**config.mk**
```make
export PLATFORM = sky130hd
export DESIGN_NAME = markup_open_tag_counter_flat
export DESIGN_NICKNAME = d
export VERILOG_FILES = /design/src/hw/rtl/motc_pkg.sv /design/src/hw/rtl/motc_in_if.sv /design/src/hw/rtl/motc_out_if.sv /design/src/hw/rtl/motc_cell.sv /design/src/hw/rtl/motc_merge.sv /design/src/hw/rtl/markup_open_tag_counter.sv /design/src/flat_wrapper.sv
export SDC_FILE = /design/constraint.sdc
export NUM_CORES = 1
export LEC_CHECK = 0
export ABC_AREA = 1
export BUFFER_PORTS_ARGS = -buffer_cell sky130_fd_sc_hd__buf_4
export CAP_MARGIN = 10
export CORE_ASPECT_RATIO = 0.8
export CORE_MARGIN = 4
export CORE_UTILIZATION = 40
export CTS_BUF_LIST = sky130_fd_sc_hd__clkbuf_4
export DETAILED_ROUTE_END_ITERATION = 16
export PLACE_DENSITY = 0.58
export RECOVER_POWER = 50
export SLEW_MARGIN = 5
export SYNTH_ARGS = -nofsm -noshare
export SYNTH_HDL_FRONTEND = slang
export SYNTH_HIERARCHICAL = 1
export SYNTH_SLANG_ARGS = --single-unit
```
**constraint.sdc**
```tcl
create_clock -name clk -period 60.6 [get_ports clk]
set_clock_uncertainty 0.15 [all_clocks]
set_input_delay 12.12 -clock clk [delete_from_list [all_inputs] [get_ports clk]]
set_output_delay 12.12 -clock clk [all_outputs]
set_load 0.03 [all_outputs]
```
**src/hw/rtl/motc_pkg.sv**
```systemverilog
// Shared types, constants and character helpers for the markup open-tag counter.
package motc_pkg;

  localparam int NUM_PAT     = 8;
  localparam int NUM_CNT     = 6;
  localparam int MAX_LEN     = 9;
  localparam int POS_BITS    = 4;
  localparam int GROUP_BITS  = 3;
  localparam int OUT_BITS    = 16;
  localparam int COUNT_BITS_DEF = 16;

  localparam logic [7:0] CH_LT    = 8'h3C;
  localparam logic [7:0] CH_GT    = 8'h3E;
  localparam logic [7:0] CH_SLASH = 8'h2F;
  localparam logic [7:0] CH_SPACE = 8'h20;
  localparam logic [7:0] CH_TAB   = 8'h09;
  localparam logic [7:0] CH_LF    = 8'h0A;
  localparam logic [7:0] CH_CR    = 8'h0D;
  localparam logic [7:0] CH_UC_A  = 8'h41;
  localparam logic [7:0] CH_UC_Z  = 8'h5A;
  localparam logic [7:0] CASE_OFS = 8'h20;

  // Tag names in lower case, right-aligned in the word: character p of a name of
  // length n sits at bits [8*(n-1-p) +: 8].
  localparam logic [8*MAX_LEN-1:0] PAT_STR [NUM_PAT] = '{
    "<text", "<tspan", "<image", "<use", "<clippath", "<mask", "<filter", "<pattern"
  };
  localparam logic [POS_BITS-1:0] PAT_LEN [NUM_PAT] = '{
    4'd5, 4'd6, 4'd6, 4'd4, 4'd9, 4'd5, 4'd7, 4'd8
  };
  // Which reported total each tag name adds to.
  localparam logic [GROUP_BITS-1:0] PAT_GROUP [NUM_PAT] = '{
    3'd0, 3'd0, 3'd1, 3'd2, 3'd3, 3'd3, 3'd4, 3'd5
  };

  // Control part of one request as it travels down the chain.
  typedef struct packed {
    logic       valid;
    logic [7:0] data;
    logic       last;
  } motc_beat_t;

  function automatic logic [7:0] to_lower(input logic [7:0] b);
    logic [7:0] r;
    r = b;
    if (b >= CH_UC_A && b <= CH_UC_Z) begin
      r = b + CASE_OFS;
    end
    return r;
  endfunction

  function automatic logic is_delim(input logic [7:0] b);
    return (b == CH_GT) || (b == CH_SLASH) || (b == CH_SPACE) ||
           (b == CH_TAB) || (b == CH_LF) || (b == CH_CR);
  endfunction

endpackage

```
**src/hw/rtl/motc_in_if.sv**
```systemverilog
// Input channel: one document byte per request.
interface motc_in_if;
  logic       valid;
  logic       ready;
  logic [7:0] data_byte;
  logic       last_byte;

  modport source (output valid, output data_byte, output last_byte, input ready);
  modport sink (input valid, input data_byte, input last_byte, output ready);
endinterface

```
**src/hw/rtl/motc_out_if.sv**
```systemverilog
// Output channel: the six tag totals of one document per request.
interface motc_out_if;
  logic        valid;
  logic        ready;
  logic [15:0] text_count;
  logic [15:0] image_count;
  logic [15:0] use_count;
  logic [15:0] clip_count;
  logic [15:0] filter_count;
  logic [15:0] pattern_count;

  modport source (output valid, output text_count, output image_count, output use_count,
                  output clip_count, output filter_count, output pattern_count,
                  input ready);
  modport sink (input valid, input text_count, input image_count, input use_count,
                input clip_count, input filter_count, input pattern_count,
                output ready);
endinterface

```
**src/hw/rtl/motc_cell.sv**
```systemverilog
// One matcher cell: tracks one tag name, keeps its own count, forwards the byte.
module motc_cell
  import motc_pkg::*;
#(
  parameter int CELL_IDX   = 0,
  parameter int COUNT_BITS = COUNT_BITS_DEF
) (
  input  logic                                clk,
  input  logic                                rst,
  input  logic                                advance,
  input  motc_beat_t                          beat_in,
  input  logic [NUM_PAT-1:0][COUNT_BITS-1:0]  cnt_in,
  output motc_beat_t                          beat_out,
  output logic [NUM_PAT-1:0][COUNT_BITS-1:0]  cnt_out
);

  localparam logic [8*MAX_LEN-1:0] WORD = PAT_STR[CELL_IDX];
  localparam logic [POS_BITS-1:0]  LEN  = PAT_LEN[CELL_IDX];

  logic [POS_BITS-1:0]   pos;
  logic [POS_BITS-1:0]   pos_next;
  logic [COUNT_BITS-1:0] count;
  logic [COUNT_BITS-1:0] count_upd;
  logic [POS_BITS-1:0]   cur;
  logic [POS_BITS-1:0]   sel_idx;
  logic [7:0]            want;
  logic                  hit;

  always_comb begin
    cur = pos;
    hit = 1'b0;
    // A full name waits for its delimiter; the byte is then matched afresh.
    if (pos >= LEN) begin
      hit = is_delim(beat_in.data);
      cur = '0;
    end
    sel_idx = LEN - POS_BITS'(1) - cur;
    want    = WORD[{sel_idx, 3'b000} +: 8];
    if (to_lower(beat_in.data) == want) begin
      pos_next = cur + POS_BITS'(1);
    end else begin
      pos_next = (beat_in.data == CH_LT) ? POS_BITS'(1) : '0;
    end
    count_upd = (hit && (count != '1)) ? count + COUNT_BITS'(1) : count;
  end

  always_ff @(posedge clk) begin
    if (rst) begin
      pos   <= '0;
      count <= '0;
    end else if (advance && beat_in.valid) begin
      if (beat_in.last) begin
        pos   <= '0;
        count <= '0;
      end else begin
        pos   <= pos_next;
        count <= count_upd;
      end
    end
  end

  // The byte and the counts ride along with the valid bit; only valid is reset.
  always_ff @(posedge clk) begin
    if (advance) begin
      beat_out.data <= beat_in.data;
      beat_out.last <= beat_in.last;
      for (int i = 0; i < NUM_PAT; i++) begin
        cnt_out[i] <= (i == CELL_IDX) ? count_upd : cnt_in[i];
      end
    end
    if (rst) begin
      beat_out.valid <= 1'b0;
    end else if (advance) begin
      beat_out.valid <= beat_in.valid;
    end
  end

endmodule

```
**src/hw/rtl/motc_merge.sv**
```systemverilog
// Output stage: sums the per-tag counts into six totals and holds the result.
module motc_merge
  import motc_pkg::*;
#(
  parameter int COUNT_BITS = COUNT_BITS_DEF
) (
  input  logic                               clk,
  input  logic                               rst,
  input  motc_beat_t                         beat_in,
  input  logic [NUM_PAT-1:0][COUNT_BITS-1:0] cnt_in,
  output logic                               advance,
  motc_out_if.source                         out_ch
);

  localparam int SUM_BITS = COUNT_BITS + 3;
  localparam logic [SUM_BITS-1:0] LIMIT = (COUNT_BITS >= OUT_BITS) ?
      SUM_BITS'({OUT_BITS{1'b1}}) : SUM_BITS'({COUNT_BITS{1'b1}});

  logic [SUM_BITS-1:0] sums [NUM_CNT];
  logic [OUT_BITS-1:0] totals [NUM_CNT];

  always_comb begin
    for (int g = 0; g < NUM_CNT; g++) begin
      sums[g] = '0;
      for (int k = 0; k < NUM_PAT; k++) begin
        if (PAT_GROUP[k] == GROUP_BITS'(g)) begin
          sums[g] = sums[g] + SUM_BITS'(cnt_in[k]);
        end
      end
      totals[g] = (sums[g] > LIMIT) ? OUT_BITS'(LIMIT) : OUT_BITS'(sums[g]);
    end
  end

  assign advance = !out_ch.valid || out_ch.ready;

  always_ff @(posedge clk) begin
    if (rst) begin
      out_ch.valid <= 1'b0;
    end else if (advance) begin
      out_ch.valid <= beat_in.valid && beat_in.last;
    end
  end

  always_ff @(posedge clk) begin
    if (advance) begin
      out_ch.text_count    <= totals[0];
      out_ch.image_count   <= totals[1];
      out_ch.use_count     <= totals[2];
      out_ch.clip_count    <= totals[3];
      out_ch.filter_count  <= totals[4];
      out_ch.pattern_count <= totals[5];
    end
  end

endmodule

```
**src/hw/rtl/markup_open_tag_counter.sv**
```systemverilog
// Top level of the case-insensitive markup open-tag counter.
//
// Usage: a document enters on in_ch one byte per request, with last_byte set
// on its final byte. Eight matcher cells sit in a row, one per tag name
// (text, tspan, image, use, clippath, mask, filter, pattern). Each byte moves
// one cell further whenever the row advances, so cell k sees a byte once it
// has passed the cells before it. Every cell keeps its own match position and
// saturating count. When the final byte passes a cell, the cell hands its
// count down the row and clears itself, so the next document may follow on
// the very next cycle. Throughput is one byte per cycle while out_ch is not
// stalled. One request leaves on out_ch per document once its final byte has
// passed eight cell stages plus the output register, where text+tspan and
// clippath+mask are summed. A name that ends on the final byte is not counted.
// Reset (rst, synchronous) clears all match positions, counts and valid bits.
// While a result waits on out_ch and the receiver stalls, the whole row and
// in_ch.ready hold; otherwise bytes keep flowing while the result waits.
module markup_open_tag_counter
  import motc_pkg::*;
#(
  parameter int COUNT_BITS = COUNT_BITS_DEF
) (
  input  logic       clk,
  input  logic       rst,
  motc_in_if.sink    in_ch,
  motc_out_if.source out_ch
);

  // Stage 0 is the input channel; stage k+1 is the register behind cell k.
  motc_beat_t                         beats [NUM_PAT+1];
  logic [NUM_PAT-1:0][COUNT_BITS-1:0] cnts  [NUM_PAT+1];
  logic                               advance;

  assign beats[0] = '{valid: in_ch.valid, data: in_ch.data_byte, last: in_ch.last_byte};
  assign cnts[0]  = '0;

  // The row only moves when the output register can take what leaves it.
  assign in_ch.ready = advance;

  for (genvar k = 0; k < NUM_PAT; k++) begin : g_cell
    motc_cell #(
      .CELL_IDX   (k),
      .COUNT_BITS (COUNT_BITS)
    ) u_cell (
      .clk      (clk),
      .rst      (rst),
      .advance  (advance),
      .beat_in  (beats[k]),
      .cnt_in   (cnts[k]),
      .beat_out (beats[k+1]),
      .cnt_out  (cnts[k+1])
    );
  end

  motc_merge #(
    .COUNT_BITS (COUNT_BITS)
  ) u_merge (
    .clk     (clk),
    .rst     (rst),
    .beat_in (beats[NUM_PAT]),
    .cnt_in  (cnts[NUM_PAT]),
    .advance (advance),
    .out_ch  (out_ch)
  );

endmodule

```
**src/flat_wrapper.sv**
```systemverilog
// flat-port wrapper written by rule: the top's interface ports become plain ports
module markup_open_tag_counter_flat import motc_pkg::*;
#(
  parameter int COUNT_BITS = COUNT_BITS_DEF
)
  (clk, rst, in_ch_valid, in_ch_data_byte, in_ch_last_byte, in_ch_ready, out_ch_valid, out_ch_text_count, out_ch_image_count, out_ch_use_count, out_ch_clip_count, out_ch_filter_count, out_ch_pattern_count, out_ch_ready);
  motc_in_if in_ch_i ();
  motc_out_if out_ch_i ();
  input  logic clk;
  input  logic rst;
  input wire logic [$bits(in_ch_i.valid)-1:0] in_ch_valid;
  input wire logic [$bits(in_ch_i.data_byte)-1:0] in_ch_data_byte;
  input wire logic [$bits(in_ch_i.last_byte)-1:0] in_ch_last_byte;
  output wire logic [$bits(in_ch_i.ready)-1:0] in_ch_ready;
  output wire logic [$bits(out_ch_i.valid)-1:0] out_ch_valid;
  output wire logic [$bits(out_ch_i.text_count)-1:0] out_ch_text_count;
  output wire logic [$bits(out_ch_i.image_count)-1:0] out_ch_image_count;
  output wire logic [$bits(out_ch_i.use_count)-1:0] out_ch_use_count;
  output wire logic [$bits(out_ch_i.clip_count)-1:0] out_ch_clip_count;
  output wire logic [$bits(out_ch_i.filter_count)-1:0] out_ch_filter_count;
  output wire logic [$bits(out_ch_i.pattern_count)-1:0] out_ch_pattern_count;
  input wire logic [$bits(out_ch_i.ready)-1:0] out_ch_ready;
  assign in_ch_i.valid = in_ch_valid;
  assign in_ch_i.data_byte = in_ch_data_byte;
  assign in_ch_i.last_byte = in_ch_last_byte;
  assign in_ch_ready = in_ch_i.ready;
  assign out_ch_valid = out_ch_i.valid;
  assign out_ch_text_count = out_ch_i.text_count;
  assign out_ch_image_count = out_ch_i.image_count;
  assign out_ch_use_count = out_ch_i.use_count;
  assign out_ch_clip_count = out_ch_i.clip_count;
  assign out_ch_filter_count = out_ch_i.filter_count;
  assign out_ch_pattern_count = out_ch_i.pattern_count;
  assign out_ch_i.ready = out_ch_ready;
  markup_open_tag_counter #(.COUNT_BITS(COUNT_BITS)) u_core (.clk(clk), .rst(rst), .in_ch(in_ch_i), .out_ch(out_ch_i));
endmodule
```
Word-level counts from Yosys, hierarchy flattened --
Index checks and enable logic that the tools add are counted.
Cells by class: magnitude comparators 30, $add $sub $neg 34, reduce and logical (&&, ||, !) cells 67, multiplexer cells 64, shifts and indexed selects 8, equality and inequality tests 72
Operators by type and width (count):
- $shiftx 72x8->8 const A | 8
- $eq 8x6->1 const B | 32
- $mux 16 | 16
- $eq 8x4->1 const B | 24
- $add 16x1->16 const B | 8
- $ne 16x16->1 const B | 8
- $mux 4 | 24
- $add 8x6->8 const B | 8
- $eq 8x8->1 | 8
- $ge 8x7->1 const B | 8
- $gt 16x16->1 const B | 4
- $le 8x7->1 const B | 8
- $mux 8 | 8
- $logic_or 1x1->1 | 41
- $add 16x16->17 | 2
- $gt 17x16->1 const B | 2
- $add 4x1->4 const B | 8
- $logic_and 1x1->1 | 25
- $ge 4x3->1 const B | 6
- $sub 3x4->4 const A | 6
- $mux 1 | 16
- $ge 4x4->1 const B | 2
- $sub 2x4->4 const A | 1
- $sub 4x4->4 const A | 1
- $logic_not 1->1 | 1
Storage, ports and cells: flip-flop bits (word level) 905, input bits 13

Depth between registers and ports, before layout --
Gate-level depths: netlist (run 1).
depth after elaboration 10, mapped depth 19

By module --
The synthesis (run 1) kept the hierarchy.
Modules (own cells, without submodules):
- motc_cell (u_core.g_cell[2].u_cell) | times used 1, sequential area each 4534.3 µm², cells each 437, area an instance 6123.4 µm²
- motc_cell (u_core.g_cell[0].u_cell) | times used 1, sequential area each 4534.3 µm², cells each 472, area an instance 6113.4 µm²
- motc_cell (u_core.g_cell[4].u_cell) | times used 1, sequential area each 4534.3 µm², cells each 447, area an instance 6099.6 µm²
- motc_cell (u_core.g_cell[5].u_cell) | times used 1, sequential area each 4534.3 µm², cells each 483, area an instance 6094.6 µm²
- motc_cell (u_core.g_cell[1].u_cell) | times used 1, sequential area each 4534.3 µm², cells each 448, area an instance 6002.0 µm²
- motc_cell (u_core.g_cell[6].u_cell) | times used 1, sequential area each 4534.3 µm², cells each 445, area an instance 5995.8 µm²
- motc_cell (u_core.g_cell[7].u_cell) | times used 1, sequential area each 4534.3 µm², cells each 444, area an instance 5958.2 µm²
- motc_cell (u_core.g_cell[3].u_cell) | times used 1, sequential area each 4534.3 µm², cells each 413, area an instance 5875.6 µm²
- motc_merge | times used 1, sequential area each 2902.8 µm², cells each 508, area an instance 5016.1 µm²
- markup_open_tag_counter | times used 1, sequential area each 0.0 µm², cells each 1, area an instance 3.8 µm²

Worst setup path before layout (run 1) --
Ideal clock, no wire load.
path type input-to-output, start in out_ch_ready, end out in_ch_ready, data arrival time 37.621 ns, path slack 10.709 ns, required time 48.330 ns, cell stages on the path 2, path buffers 0, path through inv_1 nand2_1
On the way: word-level cells in the longest chain between the ends 1
Ends and longest elaborated chain:
- start, declared | line flat_wrapper.sv:22 | input wire logic [$bits(out_ch_i.ready)-1:0] out_ch_ready;
- $logic_or 1x1->1 | line motc_merge.sv:34 | assign advance = !out_ch.valid || out_ch.ready;
- end, declared | line flat_wrapper.sv:14 | output wire logic [$bits(in_ch_i.ready)-1:0] in_ch_ready;
Every way passes these cells.

Worst setup path after layout (run 1) --
Ends and elaborated chain as after synthesis.

==> metrics, run 1 <==
status finished, violations left; failing checks max-capacitance violations, max-slew violations; row count 102; hold crit path type flip-flop to flip-flop; Clk pwr share 0.437; Min-Delay Path Depth 0; hold-fix buffers at CTS 0; gr usage total 0.134; slew margin rel. -1.31; final hold vios 0; Psw 0.265 mW; Clk pin slew, worst setup/hold paths 70 ps; placer's final routability congestion estimate 0.846; unrepaired setup endpoints after global routing no; vias in the first global route 24000; placed cell area 41800 µm²; hold worst-path end u_core/g_cell[5].u_cell/cnt_out[28]; crit path from out_ch_ready; CTS tree yes; cells along the critical path clkbuf_4, inv_1, nand2_1, buf_4; hold_ws 233 ps; antenna violations before repair 2; Post-Synthesis Cells 3641; CP max-delay cell nand2_1; Total Routed Length 69.1 mm; post_cts resized 0; Ys Warns 6; Worst Min Path Start u_core/g_cell[4].u_cell/cnt_out[28]; # Max-Cap Violations 3; gr ovfl total 0; H-Tree Depth 4; Iter 0 DRT Violations 1507; DR vias 25200; Final Instance Area 44500 µm²; Static Leak 19.2 nW; Die Area 104000 µm²; Slowest Stage Delay on Critical Path 990 ps; worst r2r src u_core/u_merge/out_ch.valid; Synth-to-Final Area Change 12.3%; CTS sink count 905; Slew @ Worst Pin 3460 ps; largest net degree at the start of global routing 183; Worst path top cell family by delay simple AND/OR/NAND/NOR gates; reg2reg path depth 5; Critical path buffers and inverters 3; final worst-path cycle share 0.427; Die Width 360 µm; Power per Cell Area 27.6 nW/µm²; port bufs 110; RR Endpoint u_core/g_cell[5].u_cell/cnt_out[17]; Tot Pwr 1.23 mW; Worst Setup Start Kind input pin; internal power 0.962 mW; WL/cell 12.7 µm; Peak VDD IR 0.0153 mV; final setup fails 0; TritonRoute pass-1 iters 5; Final #Nets 4026; final setup TNS 0 ps; Post-Syn Area 39600 µm²; Post-Layout Cell Count 5424; Pins Over Slew Limit 176; routed vias/inst 4.64; initial core utilization 0.406; chip height 289 µm; drt drc 0; Arrival @ worst endpoint 13590 ps; setup bufs post-CTS 0; CTS root buffer clkbuf_4; crit end category output pin; fin crit period 25860 ps; share of cells above drive strength 1 0.166; combinational power share 0.016; Routed Antenna Nets 0; DP Cell Count 5003; sw frac 0.216; first-pass GRT wire length 116 mm; CP Max Fanout 29; FMAX 0.0387 GHz; Ports 111; Worst Setup Path Type input pin to output pin; CP required 48330 ps; DP HPWL 44.0 mm; FF-to-FF setup slack 53650 ps; share of power burned in registers 0.547; fill count 9346; clock latency on the worst-skew pair 1080 ps; Post-Syn Area per Cell 10.9 µm²; Num CTS Buffers 221; core region area 97500 µm²; Max Buffers Root-to-Sink 3
## through the flow
| stage | utilization | worst slack (ps) |
|---|---|---|
| 4_1_cts | 0.461 | 35420 |
| 3_5_place_dp | 0.428 | 35450 |
| 6_report | 0.456 | 34740 |
| 3_3_place_gp | 0.428 | 35460 |
| 5_1_grt | 0.456 | 34560 |
| 2_1_floorplan | - | 20270 |
## layout make-up
cell class              count  area (µm²)  area share
flip-flops and latches    905       25500       0.573
multi-input cells        2273       11800       0.265
clock buffers             331        2480      0.0559
well taps                1300        1630      0.0366
inverters                 398        1500      0.0337
repair buffers            127         925      0.0208
clock inverters            82         652      0.0147
diodes                      8        20.0    0.000450
## sequential cells by signal, summed over array words and instances (netlist names)
register                             flops
u_core/g_cell.u_cell/cnt_out           576
u_core/g_cell.u_cell/count             128
u_core/g_cell.u_cell/beat_out           72
u_core/g_cell.u_cell/pos                32
u_core/u_merge/out_ch.clip_count        16
u_core/u_merge/out_ch.filter_count      16
u_core/u_merge/out_ch.image_count       16
u_core/u_merge/out_ch.pattern_count     16
u_core/u_merge/out_ch.text_count        16
u_core/u_merge/out_ch.use_count         16
u_core/u_merge/out_ch.valid              1
## worst max path at each step
stage,endpoint,slack (ps),cells after the start
finish,in_ch_ready,34740,4
detailed placement,in_ch_ready,35450,4
global placement,in_ch_ready,35460,4
global route,in_ch_ready,34560,4
CTS,in_ch_ready,35420,4
floorplan,in_ch_ready,20270,2
## worst reg2reg max path, delay by kind of cell (launching register included)
kind                   cells  cell delay (ps)
flip-flops                 1              350
buffers and inverters      4             5000
AND/OR/NAND/NOR            1             1010
## cells in the final DEF (no fill, tap or decap), drive strengths merged
cell type	n
o311ai	3
xor2	93
nand2	1087
clkinv	69
bufinv	8
nand3b	25
clkbuf	344
clkinvlp	2
o211a	1
conb	4
fa	2
dfxtp	169
diode	8
and2	6
o211ai	8
buf	114
nor2	222
a41oi	1
nand3	252
nor4	6
o21ai	94
nor3	71
nand4	58
a31oi	5
edfxtp	736
o21ba	1
xnor2	38
o21a	3
inv	401
a211oi	1
or2	2
ha	85
a21oi	205
## power groups by stage
| stage | sequential [mW] | clock, mW | combinational (mW) |
|---|---|---|---|
| after CTS | 0.671 | 0.563 | 0.0206 |
| after detailed placement | 0.685 | 0 | 0.0205 |
| final | 0.671 | 0.536 | 0.0200 |
| after global placement | 0.684 | 0 | 0.0203 |
| after floorplan | 0.683 | 0 | 0.0150 |
| after global routing | 0.671 | 0.600 | 0.0230 |
## routing by layer
layer  global-route usage  share of wire
met1                0.178           0.48
met2                0.210           0.45
met3               0.0323          0.045
met4               0.0580          0.024
met5                    0              0
Note: power is estimated with default switching activity, not from simulation.
==> run 2: changes to the inputs <==
--- a/config.mk
+++ b/config.mk
@@ -5,7 +5,7 @@
 export SDC_FILE = /design/constraint.sdc
 export NUM_CORES = 1
 export LEC_CHECK = 0
-export ABC_AREA = 1
+export ABC_AREA = 0
 export BUFFER_PORTS_ARGS = -buffer_cell sky130_fd_sc_hd__buf_4
 export CAP_MARGIN = 10
 export CORE_ASPECT_RATIO = 0.8
==> constraint.sdc (replaced) <==
create_clock -name clk -period 26.7 [get_ports clk]
set_clock_uncertainty 0.15 [all_clocks]
set_input_delay 5.34 -clock clk [delete_from_list [all_inputs] [get_ports clk]]
set_output_delay 5.34 -clock clk [all_outputs]
set_load 0.03 [all_outputs]
==> run 2 against run 1 <==
  * The run still ends with max-capacitance violations, max-slew violations left
  * Wire length grew 6.1%
  * Die area shrank 0.79%
  * Critical path depth grew 2
  * Via count shrank 1.0%
  * Setup slack lost 25000 ps
  * Sequential cell count is the same
  * Synthesized area shrank 0.81%
  * Final cell count shrank 13%
  * Design area shrank 1.4%
  * Global-route usage grew 0.68 points
  * Power grew 120%
  * Critical path type is now input pin to flip-flop
  * Largest power group unchanged
==> metrics, run 2 <==
Regs by FF count u_core/g_cell.u_cell/cnt_out x576, u_core/g_cell.u_cell/count x128, u_core/g_cell.u_cell/beat_out x72 (unchanged); most common cell after layout, fill and taps aside edfxtp_1 (was nand2_1); Pins Over Slew Limit 412 (was 176); Ys Warns 6 (unchanged); slew margin rel. -5.11 (was -1.31); chip height 288 µm (was 289 µm); CP Max Fanout 179 (was 29); status finished, violations left (unchanged); row count 102 (unchanged); share of power burned in registers 0.562 (was 0.547); Post-Syn Area per Cell 13.1 µm² (was 10.9 µm²); FMAX 0.0606 GHz; final setup fails 0 (unchanged); fin crit period 16500 ps; final setup TNS 0 ps (unchanged); routed vias/inst 5.29 (was 4.64); max reg flops 576 (unchanged); Final #Nets 3306 (was 4026); Slew @ Worst Pin 9170 ps (was 3460 ps); Psw 0.596 mW (was 0.265 mW); drt drc 0 (unchanged); core region area 97100 µm² (was 97500 µm²); gr usage total 0.140 (was 0.134); Worst Setup Path Type input pin to flip-flop (was input pin to output pin); Peak VDD IR 0.0333 mV (was 0.0153 mV); placer's final routability congestion estimate 0.825 (was 0.846); port bufs 110 (unchanged); # Max-Cap Violations 6 (was 3); Die Width 358 µm (was 360 µm); Worst Setup Start Kind input pin (unchanged); Post-Syn Area 39300 µm² (was 39600 µm²); Iter 0 DRT Violations 1859 (was 1507); Static Leak 17.4 nW (was 19.2 nW); post_cts resized 0 (unchanged); clock latency on the worst-skew pair 1020 ps (was 1080 ps); Power per Cell Area 62.3 nW/µm² (was 27.6 nW/µm²); TritonRoute pass-1 iters 5 (unchanged); Total Routed Length 73.3 mm (was 69.1 mm); hold-fix buffers at CTS 0 (unchanged); gr ovfl total 0 (unchanged); fin util 0.452 (was 0.456); H-Tree Depth 4 (unchanged); vias in the first global route 24500 (was 24000); Synth-to-Final Area Change 11.7% (was 12.3%); Die Area 103000 µm² (was 104000 µm²); Ports 111 (unchanged); share of cells above drive strength 1 0.169 (was 0.166); combinational power share 0.018 (was 0.016); hold crit path type flip-flop to flip-flop (unchanged); Arrival @ worst endpoint 17290 ps (was 13590 ps); sw frac 0.218 (was 0.216); CTS root buffer clkbuf_4 (unchanged); Clk pin slew, worst setup/hold paths 70 ps (about the same); most frequent cells in the layout 736 x edfxtp_1, 342 x clkbuf_4, 230 x nand2_1, 169 x dfxtp_1, 153 x nor2_1 (was 1025 x nand2_1, 736 x edfxtp_1, 364 x inv_1, 332 x clkbuf_4, 236 x nand3_1); final hold vios 0 (unchanged); CTS tree yes (unchanged); WL/cell 15.6 µm (was 12.7 µm); DR vias 24900 (was 25200); Num CTS Buffers 224 (was 221); DP HPWL 46.9 mm (was 44.0 mm); DP Cell Count 4280 (was 5003); Post-Synthesis Cells 2989 (was 3641); Routed Antenna Nets 0 (unchanged); failing checks max-capacitance violations, max-slew violations (unchanged); hold_ws 215 ps (was 233 ps); initial core utilization 0.404 (was 0.406); first-pass GRT wire length 121 mm (was 116 mm); unrepaired setup endpoints after global routing no (unchanged); CP required 27480 ps (was 48330 ps); Max Buffers Root-to-Sink 3 (unchanged); antenna violations before repair 2 (unchanged); largest register by flop count u_core/g_cell.u_cell/cnt_out (unchanged); setup bufs post-CTS 0 (unchanged); Tot Pwr 2.73 mW (was 1.23 mW); crit end category flip-flop (was output pin); largest net degree at the start of global routing 180 (was 183); final worst-path cycle share 0.618; CTS sink count 905 (unchanged); internal power 2.14 mW (was 0.962 mW); Post-Layout Cell Count 4706 (was 5424); Clk pwr share 0.420 (was 0.437)
## run 2: final cells by class
class	instances	area, µm²
tap	1300	1630
clock inverter	79	428
timing repair buffer	123	882
inverter	81	304
fill	8814	53300
antenna	6	15.0
multi-input combinational	1871	12600
clock buffer	341	2560
sequential	905	25500
## run 2: power groups by stage
stage | Sequential (mW) | Combinational [mW] | Clock [mW]
2_1_floorplan | 1.56 | 0.0421 | 0
3_3_place_gp | 1.57 | 0.0493 | 0
3_5_place_dp | 1.57 | 0.0509 | 0
4_1_cts | 1.54 | 0.0511 | 1.21
5_1_grt | 1.54 | 0.0550 | 1.28
6_report | 1.54 | 0.0500 | 1.15
## run 2: worst max-delay path: stages
cell and delay [ps]:
clkbuf_4 90, nand2b_1 1410, clkbuf_1 6320, nand3_1 2740, or3_1 940, o21ai_0 90
## run 2: worst paths after layout
check	start	end	slack, ps	depth (start not counted)
worst min register to register	u_core/g_cell[3].u_cell/cnt_out[27]	u_core/g_cell[4].u_cell/cnt_out[27]	210	0
worst min-delay path	u_core/g_cell[3].u_cell/cnt_out[27]	u_core/g_cell[4].u_cell/cnt_out[27]	210	0
worst max-delay path	out_ch_ready	u_core/g_cell[4].u_cell/count[14]	10200	6
worst max register to register	u_core/u_merge/out_ch.valid	u_core/g_cell[4].u_cell/count[14]	14390	5
## run 2: routing by layer
layer  part of all wire  global-route usage  wire [µm]
met5                  0                   0          0
met4              0.025              0.0615       1830
met3              0.055              0.0328       4040
met2               0.46               0.218      33800
met1               0.46               0.189      33600
## run 2: metrics by stage
stage               setup slack (ps)  cell area [µm²]
floorplan                       6400            39300
detailed placement             15000            41100
finish                         10200            43900
global placement               15010            41100
CTS                            15000            44100
global route                    8920            43900
